### config.mk
export PLATFORM = sky130hd
export DESIGN_NAME = phase_angle_heater_controller_top
export DESIGN_NICKNAME = d
export VERILOG_FILES = /design/src/rtl/pahc_pkg.sv /design/src/rtl/pahc_mac.sv /design/src/rtl/phase_angle_heater_controller_top.sv
export VERILOG_INCLUDE_DIRS = /design/src /design/src/rtl
export SDC_FILE = /design/constraint.sdc
export NUM_CORES = 1
export LEC_CHECK = 0
export ABC_AREA = 1
export BUFFER_PORTS_ARGS = -buffer_cell sky130_fd_sc_hd__clkbuf_2
export CAP_MARGIN = 30
export CORE_ASPECT_RATIO = 1.5
export CORE_UTILIZATION = 57
export CTS_BUF_LIST = sky130_fd_sc_hd__clkbuf_4 sky130_fd_sc_hd__clkbuf_8
export DETAILED_ROUTE_END_ITERATION = 10
export PLACE_DENSITY = 0.78
export SLEW_MARGIN = 20
export SYNTH_ARGS = -nofsm -noshare
export SYNTH_HDL_FRONTEND = slang
export SYNTH_SLANG_ARGS = --single-unit
### constraint.sdc
create_clock -name aclk -period 4.2 [get_ports aclk]
set_clock_uncertainty 0.1 [all_clocks]
set_input_delay 0.84 -clock aclk [delete_from_list [all_inputs] [get_ports aclk]]
set_output_delay 0.84 -clock aclk [all_outputs]
set_load 0.05 [all_outputs]
### src/rtl/assert_macros.svh
// Assertion helpers shared by the RTL.
`ifndef ASSERT_MACROS_SVH
`define ASSERT_MACROS_SVH

// Implication or plain property, checked on aclk and masked while reset is low.
`define ASSERT_CLK(label, prop, msg) \
    label: assert property (@(posedge aclk) disable iff (!aresetn) (prop)) else $error(msg);

// Condition that must never be seen on aclk while out of reset.
`define ASSERT_NEVER(label, cond, msg) \
    label: assert property (@(posedge aclk) disable iff (!aresetn) !(cond)) else $error(msg);

`endif

### src/rtl/pahc_pkg.sv
`timescale 1ns / 1ps

package pahc_pkg;

    // Field widths
    localparam int SETP_W  = 16;
    localparam int KP_W    = 10;
    localparam int PG_W    = 16;
    localparam int FMAX_W  = 8;
    localparam int LIM_W   = 16;
    localparam int ADC_W   = 10;
    localparam int CNT_W   = 16;
    localparam int DRIVE_W = 16;
    localparam int TEMP_W  = 17;
    localparam int ERR_W   = 18;
    localparam int CFG_IDX_W  = 3;
    localparam int CFG_DATA_W = 16;

    // Serial MAC: accumulator covers drive + kp * (err + prev_err * gain)
    localparam int ACC_W  = 48;
    localparam int MPL_W  = 16;
    localparam int STEP_W = 5;
    localparam logic [STEP_W-1:0] MUL1_STEPS = STEP_W'(PG_W);
    localparam logic [STEP_W-1:0] MUL2_STEPS = STEP_W'(KP_W);

    // Register reset values
    localparam logic [SETP_W-1:0] SETPOINT_RST      = 16'd12800;
    localparam logic [KP_W-1:0]   KP_RST            = 10'd100;
    localparam logic [PG_W-1:0]   PREV_GAIN_RST     = 16'd999;
    localparam logic [FMAX_W-1:0] FIRE_MAX_RST      = 8'd84;
    localparam logic [LIM_W-1:0]  CONTROL_LIMIT_RST = 16'd100;
    localparam logic [LIM_W-1:0]  SAMPLE_LIMIT_RST  = 16'd1000;

    // Command codes carried in s_tuser
    localparam logic CMD_TICK       = 1'b0;
    localparam logic CMD_ZERO_CROSS = 1'b1;

    // Configuration register indexes
    typedef enum logic [CFG_IDX_W-1:0] {
        CFG_SETPOINT      = 3'd0,
        CFG_KP            = 3'd1,
        CFG_PREV_GAIN     = 3'd2,
        CFG_FIRE_MAX      = 3'd3,
        CFG_CONTROL_LIMIT = 3'd4,
        CFG_SAMPLE_LIMIT  = 3'd5
    } cfg_idx_t;

    // Request into the serial multiply-accumulate unit
    typedef struct packed {
        logic                    start;
        logic signed [ACC_W-1:0] acc_init;
        logic signed [ACC_W-1:0] mcand;
        logic [MPL_W-1:0]        mplier;
        logic [STEP_W-1:0]       steps;
    } mac_req_t;

    // Status back from the serial unit
    typedef struct packed {
        logic                    busy;
        logic                    done;
        logic signed [ACC_W-1:0] acc;
    } mac_rsp_t;

endpackage

### src/rtl/pahc_mac.sv
`timescale 1ns / 1ps

// Bit-serial shift-add multiply-accumulate: acc += mcand * mplier,
// one multiplier bit per cycle, LSB first.
module pahc_mac (
    input  logic               aclk,
    input  logic               aresetn,
    input  pahc_pkg::mac_req_t req,
    output pahc_pkg::mac_rsp_t rsp
);

    logic signed [pahc_pkg::ACC_W-1:0] acc_reg, acc_next;
    logic signed [pahc_pkg::ACC_W-1:0] mcand_reg, mcand_next;
    logic [pahc_pkg::MPL_W-1:0]        mplier_reg, mplier_next;
    logic [pahc_pkg::STEP_W-1:0]       count_reg, count_next;
    logic                              busy_reg, busy_next;
    logic                              done_reg, done_next;

    // One step per cycle while busy
    always_comb begin
        acc_next    = acc_reg;
        mcand_next  = mcand_reg;
        mplier_next = mplier_reg;
        count_next  = count_reg;
        busy_next   = busy_reg;
        done_next   = 1'b0;
        if (req.start) begin
            acc_next    = req.acc_init;
            mcand_next  = req.mcand;
            mplier_next = req.mplier;
            count_next  = req.steps;
            busy_next   = 1'b1;
        end else if (busy_reg) begin
            if (mplier_reg[0]) begin
                acc_next = acc_reg + mcand_reg;
            end
            mcand_next  = mcand_reg <<< 1;
            mplier_next = mplier_reg >> 1;
            count_next  = count_reg - 1'b1;
            if (count_reg == pahc_pkg::STEP_W'(1)) begin
                busy_next = 1'b0;
                done_next = 1'b1;
            end
        end
    end

    // Control state
    always_ff @(posedge aclk) begin
        if (!aresetn) begin
            busy_reg  <= 1'b0;
            done_reg  <= 1'b0;
            count_reg <= '0;
        end else begin
            busy_reg  <= busy_next;
            done_reg  <= done_next;
            count_reg <= count_next;
        end
    end

    // Datapath shift registers
    always_ff @(posedge aclk) begin
        acc_reg    <= acc_next;
        mcand_reg  <= mcand_next;
        mplier_reg <= mplier_next;
    end

    assign rsp.busy = busy_reg;
    assign rsp.done = done_reg;
    assign rsp.acc  = acc_reg;

endmodule

### src/rtl/phase_angle_heater_controller_top.sv
// Zero crossings and ticks without a controller update go from ST_IDLE to ST_EMIT; a tick
// that runs the controller update passes ST_LOAD1, ST_MUL1, ST_LOAD2 and ST_MUL2 first.
// A new request is taken only in ST_IDLE, after ST_EMIT has loaded the result register; the update
// runs on the bit-serial MAC (16 steps for the previous-error weight, 10 for kp).
// Reset: aresetn synchronous, active low; clears controller state, flags and m_tvalid and loads
// register defaults (err_reg, m_tdata, m_tuser and the MAC datapath are not reset), no clearing pass.
`timescale 1ns / 1ps
`include "assert_macros.svh"

module phase_angle_heater_controller_top (
    input  logic        aclk,
    input  logic        aresetn,
    // Input stream
    input  logic        s_tvalid,
    output logic        s_tready,
    input  logic [15:0] s_tdata,   // [9:0] adc_sample
    input  logic [0:0]  s_tuser,   // [0] command
    // Result stream
    output logic        m_tvalid,
    input  logic        m_tready,
    output logic [55:0] m_tdata,   // [0] gate_on, [16:1] drive_level, [33:17] temperature,
                                   // [51:34] error_value
    output logic [1:0]  m_tuser,   // [0] control_updated, [1] sample_taken
    // Configuration writes
    input  logic        cfg_valid,
    output logic        cfg_ready,
    input  logic [2:0]  cfg_index,
    input  logic [15:0] cfg_data
);

    typedef enum logic [2:0] {
        ST_IDLE,
        ST_LOAD1,
        ST_MUL1,
        ST_LOAD2,
        ST_MUL2,
        ST_EMIT
    } state_t;

    state_t state_reg;

    // Configuration registers
    logic [pahc_pkg::SETP_W-1:0] setpoint_reg;
    logic [pahc_pkg::KP_W-1:0]   kp_reg;
    logic [pahc_pkg::PG_W-1:0]   prev_gain_reg;
    logic [pahc_pkg::FMAX_W-1:0] fire_max_reg;
    logic [pahc_pkg::LIM_W-1:0]  control_limit_reg;
    logic [pahc_pkg::LIM_W-1:0]  sample_limit_reg;

    // Controller state
    logic                               armed_reg;
    logic                               gate_level_reg;
    logic [pahc_pkg::CNT_W-1:0]         fire_count_reg;
    logic [pahc_pkg::CNT_W-1:0]         control_count_reg;
    logic [pahc_pkg::CNT_W-1:0]         sample_count_reg;
    logic [pahc_pkg::TEMP_W-1:0]        temp_value_reg;
    logic signed [pahc_pkg::ERR_W-1:0]  prev_error_reg;
    logic [pahc_pkg::DRIVE_W-1:0]       drive_value_reg;
    logic signed [pahc_pkg::ERR_W-1:0]  err_reg;
    logic                               ctl_flag_reg;
    logic                               smp_flag_reg;

    // Output register
    logic        m_tvalid_reg;
    logic [55:0] m_tdata_reg;
    logic [1:0]  m_tuser_reg;

    pahc_pkg::mac_req_t mac_req;
    pahc_pkg::mac_rsp_t mac_rsp;

    logic                               s_fire;
    logic [pahc_pkg::ADC_W-1:0]         adc_in;
    logic [pahc_pkg::TEMP_W-1:0]        adc_ext;
    logic [pahc_pkg::TEMP_W-1:0]        temp_next;
    logic signed [pahc_pkg::ERR_W-1:0]  err_next;
    logic signed [24:0]                 fire_old_scaled;
    logic signed [24:0]                 fire_ref;
    logic                               fire_hit;
    logic                               ctl_hit;
    logic                               smp_hit;
    logic signed [pahc_pkg::ACC_W-1:0]  drive_top;
    logic [pahc_pkg::DRIVE_W-1:0]       drive_next;
    logic                               out_free;

    assign s_tready  = (state_reg == ST_IDLE);
    assign s_fire    = s_tvalid && s_tready;
    assign cfg_ready = 1'b1;
    assign m_tvalid  = m_tvalid_reg;
    assign m_tdata   = m_tdata_reg;
    assign m_tuser   = m_tuser_reg;
    assign out_free  = !m_tvalid_reg || m_tready;
    assign adc_in    = s_tdata[pahc_pkg::ADC_W-1:0];

    // adc * 125 as (adc << 7) - (adc << 2) + adc
    assign adc_ext   = {{(pahc_pkg::TEMP_W-pahc_pkg::ADC_W){1'b0}}, adc_in};
    assign temp_next = (adc_ext << 7) - (adc_ext << 2) + adc_ext;

    // Error against the temperature held before this tick
    assign err_next = $signed({2'b00, setpoint_reg}) - $signed({1'b0, temp_value_reg});

    // Firing check: old*256 > fire_max*256 - drive
    assign fire_old_scaled = $signed({1'b0, fire_count_reg, 8'h00});
    assign fire_ref        = $signed({9'h000, fire_max_reg, 8'h00})
                           - $signed({9'h000, drive_value_reg});
    assign fire_hit        = fire_old_scaled > fire_ref;

    // Period counters compare the old count
    assign ctl_hit = control_count_reg > control_limit_reg;
    assign smp_hit = sample_count_reg > sample_limit_reg;

    // Clamp of the accumulated drive to 0..fire_max*256
    assign drive_top = $signed({32'h0, fire_max_reg, 8'h00});
    always_comb begin
        priority if (mac_rsp.acc[pahc_pkg::ACC_W-1]) begin
            drive_next = '0;
        end else if (mac_rsp.acc > drive_top) begin
            drive_next = drive_top[pahc_pkg::DRIVE_W-1:0];
        end else begin
            drive_next = mac_rsp.acc[pahc_pkg::DRIVE_W-1:0];
        end
    end

    // MAC requests: term = err + prev_err * prev_gain, then drive + kp * term
    always_comb begin
        mac_req.start    = 1'b0;
        mac_req.acc_init = {{(pahc_pkg::ACC_W-pahc_pkg::ERR_W){err_reg[pahc_pkg::ERR_W-1]}},
                            err_reg};
        mac_req.mcand    = {{(pahc_pkg::ACC_W-pahc_pkg::ERR_W){
                              prev_error_reg[pahc_pkg::ERR_W-1]}}, prev_error_reg};
        mac_req.mplier   = prev_gain_reg;
        mac_req.steps    = pahc_pkg::MUL1_STEPS;
        if (state_reg == ST_LOAD1) begin
            mac_req.start = 1'b1;
        end else if (state_reg == ST_LOAD2) begin
            mac_req.start    = 1'b1;
            mac_req.acc_init = {{(pahc_pkg::ACC_W-pahc_pkg::DRIVE_W){1'b0}}, drive_value_reg};
            mac_req.mcand    = mac_rsp.acc;
            mac_req.mplier   = {{(pahc_pkg::MPL_W-pahc_pkg::KP_W){1'b0}}, kp_reg};
            mac_req.steps    = pahc_pkg::MUL2_STEPS;
        end
    end

    pahc_mac u_mac (
        .aclk    (aclk),
        .aresetn (aresetn),
        .req     (mac_req),
        .rsp     (mac_rsp)
    );

    // Sequencer, controller state and output register
    always_ff @(posedge aclk) begin
        if (!aresetn) begin
            state_reg         <= ST_IDLE;
            setpoint_reg      <= pahc_pkg::SETPOINT_RST;
            kp_reg            <= pahc_pkg::KP_RST;
            prev_gain_reg     <= pahc_pkg::PREV_GAIN_RST;
            fire_max_reg      <= pahc_pkg::FIRE_MAX_RST;
            control_limit_reg <= pahc_pkg::CONTROL_LIMIT_RST;
            sample_limit_reg  <= pahc_pkg::SAMPLE_LIMIT_RST;
            armed_reg         <= 1'b0;
            gate_level_reg    <= 1'b0;
            fire_count_reg    <= '0;
            control_count_reg <= '0;
            sample_count_reg  <= '0;
            temp_value_reg    <= '0;
            prev_error_reg    <= '0;
            drive_value_reg   <= '0;
            ctl_flag_reg      <= 1'b0;
            smp_flag_reg      <= 1'b0;
            m_tvalid_reg      <= 1'b0;
        end else begin
            // Register writes
            if (cfg_valid) begin
                unique case (cfg_index)
                    pahc_pkg::CFG_SETPOINT:      setpoint_reg      <= cfg_data;
                    pahc_pkg::CFG_KP:            kp_reg            <= cfg_data[pahc_pkg::KP_W-1:0];
                    pahc_pkg::CFG_PREV_GAIN:     prev_gain_reg     <= cfg_data;
                    pahc_pkg::CFG_FIRE_MAX:      fire_max_reg      <= cfg_data[pahc_pkg::FMAX_W-1:0];
                    pahc_pkg::CFG_CONTROL_LIMIT: control_limit_reg <= cfg_data;
                    pahc_pkg::CFG_SAMPLE_LIMIT:  sample_limit_reg  <= cfg_data;
                    default: ;
                endcase
            end

            // Result taken; the emit state reloads the register itself
            if (m_tvalid_reg && m_tready && state_reg != ST_EMIT) begin
                m_tvalid_reg <= 1'b0;
            end

            unique case (state_reg)
                ST_IDLE: begin
                    if (s_fire) begin
                        if (s_tuser[0] == pahc_pkg::CMD_ZERO_CROSS) begin
                            armed_reg      <= 1'b1;
                            gate_level_reg <= 1'b0;
                            fire_count_reg <= '0;
                            ctl_flag_reg   <= 1'b0;
                            smp_flag_reg   <= 1'b0;
                            state_reg      <= ST_EMIT;
                        end else begin
                            // firing check
                            if (armed_reg) begin
                                if (fire_hit) begin
                                    gate_level_reg <= 1'b1;
                                    armed_reg      <= 1'b0;
                                    fire_count_reg <= '0;
                                end else begin
                                    fire_count_reg <= fire_count_reg + 1'b1;
                                end
                            end
                            // control period
                            ctl_flag_reg <= ctl_hit;
                            err_reg      <= err_next;
                            if (ctl_hit) begin
                                control_count_reg <= '0;
                                state_reg         <= ST_LOAD1;
                            end else begin
                                control_count_reg <= control_count_reg + 1'b1;
                                state_reg         <= ST_EMIT;
                            end
                            // sample period
                            smp_flag_reg <= smp_hit;
                            if (smp_hit) begin
                                sample_count_reg <= '0;
                                temp_value_reg   <= temp_next;
                            end else begin
                                sample_count_reg <= sample_count_reg + 1'b1;
                            end
                        end
                    end
                end
                ST_LOAD1: begin
                    state_reg <= ST_MUL1;
                end
                ST_MUL1: begin
                    if (mac_rsp.done) begin
                        state_reg <= ST_LOAD2;
                    end
                end
                ST_LOAD2: begin
                    state_reg <= ST_MUL2;
                end
                ST_MUL2: begin
                    if (mac_rsp.done) begin
                        drive_value_reg <= drive_next;
                        prev_error_reg  <= err_reg;
                        state_reg       <= ST_EMIT;
                    end
                end
                ST_EMIT: begin
                    if (out_free) begin
                        m_tvalid_reg <= 1'b1;
                        m_tdata_reg  <= {4'h0, prev_error_reg, temp_value_reg,
                                         drive_value_reg, gate_level_reg};
                        m_tuser_reg  <= {smp_flag_reg, ctl_flag_reg};
                        state_reg    <= ST_IDLE;
                    end
                end
                default: begin
                    state_reg <= ST_IDLE;
                end
            endcase
        end
    end

    // Checks
    `ASSERT_CLK(a_mac_idle_when_ready, s_tready |-> !mac_rsp.busy, "MAC busy while taking input")
    `ASSERT_NEVER(a_gate_and_armed, gate_level_reg && armed_reg, "gate high while still armed")
    `ASSERT_CLK(a_mac_done_in_mul, mac_rsp.done |-> (state_reg == ST_MUL1 || state_reg == ST_MUL2), "MAC done outside multiply")
    `ASSERT_CLK(a_emit_loads_output, (state_reg == ST_EMIT && out_free) |=> m_tvalid, "result not presented")

endmodule
# Yosys cells after proc, flatten, opt, wreduce, memory -nomap -nowiden
# Cells that the tools add are included.
# Widths: inputs -> output; s select.
op_classes:
  add_sub_neg: 9
  magnitude_cmp: 4
  n_eq_ne: 16
  n_mux: 41
  bitwise_logic: 3
  n_reduce_logical: 28
op_table:
  columns: ["cell", "n"]
  rows:
  - ["$mux 48", 5]
  - ["$mux 16", 9]
  - ["$mux 118", 1]
  - ["$mux 117", 1]
  - ["$add 16x1->16 const B", 3]
  - ["$add 48x48->48", 1]
  - ["$gt 48x17->1", 1]
  - ["$gt 16x16->1", 2]
  - ["$gt 25x17->1", 1]
  - ["$mux 3", 6]
  - ["$pmux 3 s6", 1]
  - ["$reduce_and 2->1", 9]
  - ["$sub 16x17->18", 1]
  - ["$add 17x10->17", 1]
  - ["$sub 16x16->17", 1]
  - ["$sub 17x12->17", 1]
  - ["$mux 1", 16]
  - ["$reduce_and 4->1", 4]
  - ["$eq 3x2->1 const B", 4]
  - ["$eq 3x3->1 const B", 4]
  - ["$mux 5", 2]
  - ["$reduce_and 3->1", 3]
  - ["$reduce_bool 2->1", 4]
  - ["$eq 3x1->1 const B", 2]
  - ["11 further kinds", 18]
totals:
  regBits: 380
  inputBits: 41

# Longest topological paths before layout
logic_depth:
  word_depth: 5
  depth_mapped: 24
  depth_no_buf: 23

# Cells and area by module
# A second synthesis with hierarchy kept.
hier_totals:
  cells_unflattened: 3226
  area_unflattened_um2: 23515.1
modules_own_cells:
  columns: ["module", "n_inst", "cells_each", "area_per_inst_um2", "seq_area_each_um2"]
  rows:
  - ["phase_angle_heater_controller_top", 1, 1828, 14111.0, 5945.7]
  - ["pahc_mac", 1, 1398, 9404.0, 3503.4]

# Worst setup path before layout
# OpenSTA, ideal clock, no wires.
synth_path:
  path_kind: "in2reg"
  from: "input aresetn"
  to: "register m_tdata_reg[0], in the netlist m_tdata[0], enable pin"
  setup_ps: 466
  arrival_time_ps: 3635
  required_ps: 3634
  path_slack_ps: -1
  stages: 4
  path_cell_list: "buf_2 clkbuf_1 nand2_1 nor2_1"
synth_between:
  elab_chain_len: 1
synth_rtl:
  columns: ["item", "line", "rtl"]
  rows:
  - ["start, declared", "phase_angle_heater_controller_top.sv:12", "input logic aresetn,"]
  - ["$reduce_and 3->1 (no source line)", null, null]
  - ["end signal, assigned", "phase_angle_heater_controller_top.sv:253", "m_tdata_reg <= {4'h0, prev_error_reg, temp_value_reg,"]
  - ["end, declared", "phase_angle_heater_controller_top.sv:65", "logic [55:0] m_tdata_reg;"]
# No other way between the ends.
# A chain may end at the register's enable or synchronous reset.

# Worst setup path after layout
layout_path:
  from: "register drive_value_reg[1] (netlist name)"
  to: "register fire_count_reg[2] (netlist name)"
layout_between:
  elab_chain_len: 5
layout_rtl:
  columns: ["item", "line", "rtl"]
  rows:
  - ["start, declared", "phase_angle_heater_controller_top.sv:58", "logic [pahc_pkg::DRIVE_W-1:0] drive_value_reg;"]
  - ["start signal, assigned", "phase_angle_heater_controller_top.sv:245", "drive_value_reg <= drive_next;"]
  - ["$sub 16x16->17", "phase_angle_heater_controller_top.sv:104", "- $signed({9'h000, drive_value_reg});"]
  - ["$gt 25x17->1", "phase_angle_heater_controller_top.sv:105", "assign fire_hit = fire_old_scaled > fire_ref;"]
  - ["$mux 16", "phase_angle_heater_controller_top.sv:203", "if (fire_hit) begin"]
  - ["$mux 16", "phase_angle_heater_controller_top.sv:202", "if (armed_reg) begin"]
  - ["$mux 16", "phase_angle_heater_controller_top.sv:193", "if (s_tuser[0] == pahc_pkg::CMD_ZERO_CROSS) begin"]
  - ["end signal, assigned", "phase_angle_heater_controller_top.sv:208", "fire_count_reg <= fire_count_reg + 1'b1;"]
  - ["end, declared", "phase_angle_heater_controller_top.sv:53", "logic [pahc_pkg::CNT_W-1:0] fire_count_reg;"]
# No other way between the ends. The select of a mux whose other input is x is not followed.

==> flow_summary.json <==
{
  "nNetsFinal": 2991,
  "n_antenna_cell": 0,
  "final-setup-viol-count": 0,
  "drv_cap": 0,
  "largest_register_ffs": 52,
  "detail_route.iter0.violations": 1579,
  "die_w_um": 161,
  "globalplace.congestion": 1.07,
  "total_standard_cell_area_after_synthesis_sq_mm": 0.0215,
  "cp_data_arrival_time_ns": 4.21,
  "seq_area_frac_synth_pct": 43.9,
  "critical_path.startpoint_type": "flop",
  "die-height_um": 240,
  "rsz0062_at_grt": "no",
  "p_leak_nw": 10.2,
  "global_route.overflow_total": 0,
  "tritoncts": "done",
  "synth.lib_cells_used.distinct": 54,
  "predominant_post_synthesis_flop_cell": "dfxtp_1",
  "area_growth_syn_to_layout_pct": 10.4,
  "place.port_buffers": 90,
  "ffs_latches_synth": 380,
  "synth_edf_count": 184,
  "synth-warning-count": 0,
  "wire_length_per_cell_after_detailed_routing_um": 18.7,
  "clock_tree.buffer_depth": 3,
  "tritoncts_num_sinks": 380,
  "critical_path_peak_fanout": 16,
  "hold_path_class": "reg2reg",
  "number_of_antenna_violations_at_the_first_check_in_global_routing": 0,
  "fmax_mhz": 266,
  "core-area_sq_mm": 0.0370,
  "grt_max_degree": 76,
  "cts_root_buf": "clkbuf_8",
  "max_slew_margin_pct": 32.5,
  "place.detailed.hpwl_um": 46400,
  "fp-row-count": 86,
  "timing_worst_setup_path_type": "reg2reg",
  "cts.hold.buffers_added": 0,
  "place_inst": 3214,
  "initial_core_util_pct": 58.2,
  "hold_slack_ns": 0.331,
  "setup.worst_path.end_class": "flop",
  "h-tree-depth": 2,
  "antenna_violating_nets_post_route": 0,
  "n_fill_cell": 3281,
  "tritoncts.num_buffers": 56,
  "finalMaxSlewViolations": 0,
  "worst-slew-pin-transition_ns": 1.01,
  "fp.dieArea_sq_mm": 0.0386,
  "cts.clk_slew.worst_paths_ns": 0.06,
  "finalSetupTns_ns": 0,
  "wire_length_of_the_first_global_routing_pass_um": 96500,
  "syn_avg_cell_area_sq_um": 8.02,
  "route.detailed.vias_per_inst": 5.69,
  "pin_count": 102,
  "num_vias": 18896,
  "worst_skew_pair.late_latency_ns": 0.65,
  "total_length_of_routed_wires_um": 61900,
  "via_count_of_the_first_global_routing_pass": 18799,
  "outcome": "completed",
  "remaining_drc_errors": 0,
  "fin_crit_ns": 3.76,
  "period_share_pct": 89.5,
  "drtPass1Iterations": 5,
  "worst_ep_required_time_ns": 4.65,
  "worst_case_vdd_ir_drop_mv": 0.434,
  "fraction_of_layout_cells_with_a_size_suffix_above_1_pct": 9.63,
  "finalNonFillerCells": 3320,
  "grt_util_all_layers_pct": 32.2,
  "timing_hold_violations_final": 0,
  "syn-instance-count": 2688,
  "power_density_mw_per_mm2": 713,
  "synth_async_sr_flop_share_pct": 0
}
-- layout make-up --
class	count	area (sq um)	area share (%)
Sequential cell	380	9450	39.7
Clock inverter	24	218	0.915
Timing Repair Buffer	117	701	2.95
Multi-Input combinational cell	1914	10600	44.6
Clock buffer	82	1020	4.27
Inverter	319	1200	5.03
Tap cell	484	606	2.55
-- cell usage after synthesis (3+ instances only) --
cell type / n / area [sq um]
inv_1: 297 / 1110
dfxtp_1: 196 / 3920
o21bai_1: 11 / 82.6
nand3b_1: 6 / 45.0
o211ai_1: 29 / 218
buf_2: 8 / 40.0
clkbuf_1: 61 / 229
nor3_1: 30 / 150
nor3b_1: 4 / 30.0
and3_1: 3 / 18.8
o221ai_1: 12 / 105
o21a_1: 6 / 45.0
a22o_1: 5 / 43.8
a211oi_1: 4 / 30.0
nand2_1: 541 / 2030
edfxtp_1: 184 / 5530
a21boi_0: 6 / 45.0
buf_4: 6 / 45.0
inv_2: 16 / 60.1
o21ai_0: 197 / 986
nand2_4: 3 / 33.8
xnor2_1: 21 / 184
o21ai_1: 28 / 140
ha_1: 157 / 1960
nor2_2: 15 / 93.8
nor4_1: 7 / 43.8
fa_1: 5 / 100
a21o_1: 14 / 105
a31oi_1: 8 / 50.1
a22oi_1: 15 / 113
a21oi_1: 246 / 1230
nand2_2: 5 / 31.3
nand3_1: 160 / 801
nor2_4: 6 / 67.6
xor2_1: 45 / 394
nor2_1: 277 / 1040
clkinv_1: 6 / 22.5
nand4_1: 25 / 156
-- what timing repair did --
item	4_1_cts	5_1_grt
gates resized for setup	0	1
buffers inserted	0	0
setup endpoints to repair	0	16
-- metal layers --
| metal | GRT usage [%] | wire, um | share of wire, % | vias to the layer above |
|---|---|---|---|---|
| li1 | - | - | - | 9258 |
| met1 | 31.6 | 21400 | 35 | 8690 |
| met2 | 59.1 | 31600 | 51 | 676 |
| met3 | 5.09 | 3360 | 5.4 | 272 |
| met4 | 27.2 | 5630 | 9.1 | 0 |
| met5 | 0 | 0 | 0 | - |
-- worst max-delay path: stages (launching register included) --
cell and delay [ns]:
dfxtp_1 0.35, inv_1 0.28, ha_1 0.23, nand2_1 0.10, nor2_2 0.13, nand2_1 0.12, nor4_1 0.21, nor2_1 0.10
o21ai_1 0.25, a21oi_1 0.12, xor2_1 0.16, ha_1 0.32, nand2_1 0.06, nor3_1 0.14, nand4_1 0.11, nor2_1 0.10
nand3b_1 0.09, nand2_1 0.09, clkinv_1 0.07, nand2_1 0.06, nand3_1 0.07, nand2_2 0.10, nand2_4 0.15, nor2_1 0.18
-- cells in the final DEF (no fill, tap or decap), types with 24 or more instances in the layout --
master	netlist	final
nand4_1	25	25
o21ai_0	197	196
ha_1	157	157
edfxtp_1	184	184
dfxtp_1	196	196
o211ai_1	29	29
nand3_1	160	159
nand2_1	541	540
xor2_1	45	45
o21ai_1	28	29
nor3_1	30	30
inv_1	297	296
clkbuf_8	0	64
nor2_1	277	275
clkbuf_2	0	89
a21oi_1	246	246
buf_4	6	24
-- metrics by stage --
step / util [%] / area (sq um) / worst slack (ns) / power (mW)
after floorplan: - / 21600 / 0.895 / 11.1
after global placement: 60.9 / 22500 / 0.406 / 13.4
after detailed placement: 60.9 / 22500 / 0.412 / 13.6
after CTS: 64.2 / 23800 / 0.381 / 16.8
after global routing: 64.2 / 23800 / 0.0265 / 18.1
final: 64.2 / 23800 / 0.440 / 17.0
-- power breakdown --
part	internal, mW	switching (mW)	leakage [nW]
clock	1.80	1.45	0.650
sequential	5.19	0.561	3.33
combinational	2.48	5.48	6.22
total	9.47	7.49	10.2
-- kinds of logic after synthesis --
group           count (synthesis)  synth area share, %
compound gates                588                 15.1
xor+xnor                       66                 2.68
fa+ha+maj                     162                 9.58
buf+inv                       397                 7.14
flops                         380                 43.9
mux                             1               0.0465
other cells                     2               0.0349
simple gates                 1092                 21.6
-- path summary, 6_finish.rpt --
path	slack (ns)	endpoint	from	cells after the start
max	0.44	fire_count_reg[2]	drive_value_reg[1]	23
min reg2reg	0.33	m_tdata[27]	temp_value_reg[10]	0
max reg2reg	0.44	fire_count_reg[2]	drive_value_reg[1]	23
min	0.33	m_tdata[27]	temp_value_reg[10]	0
Power figures use the tool's default switching activity.
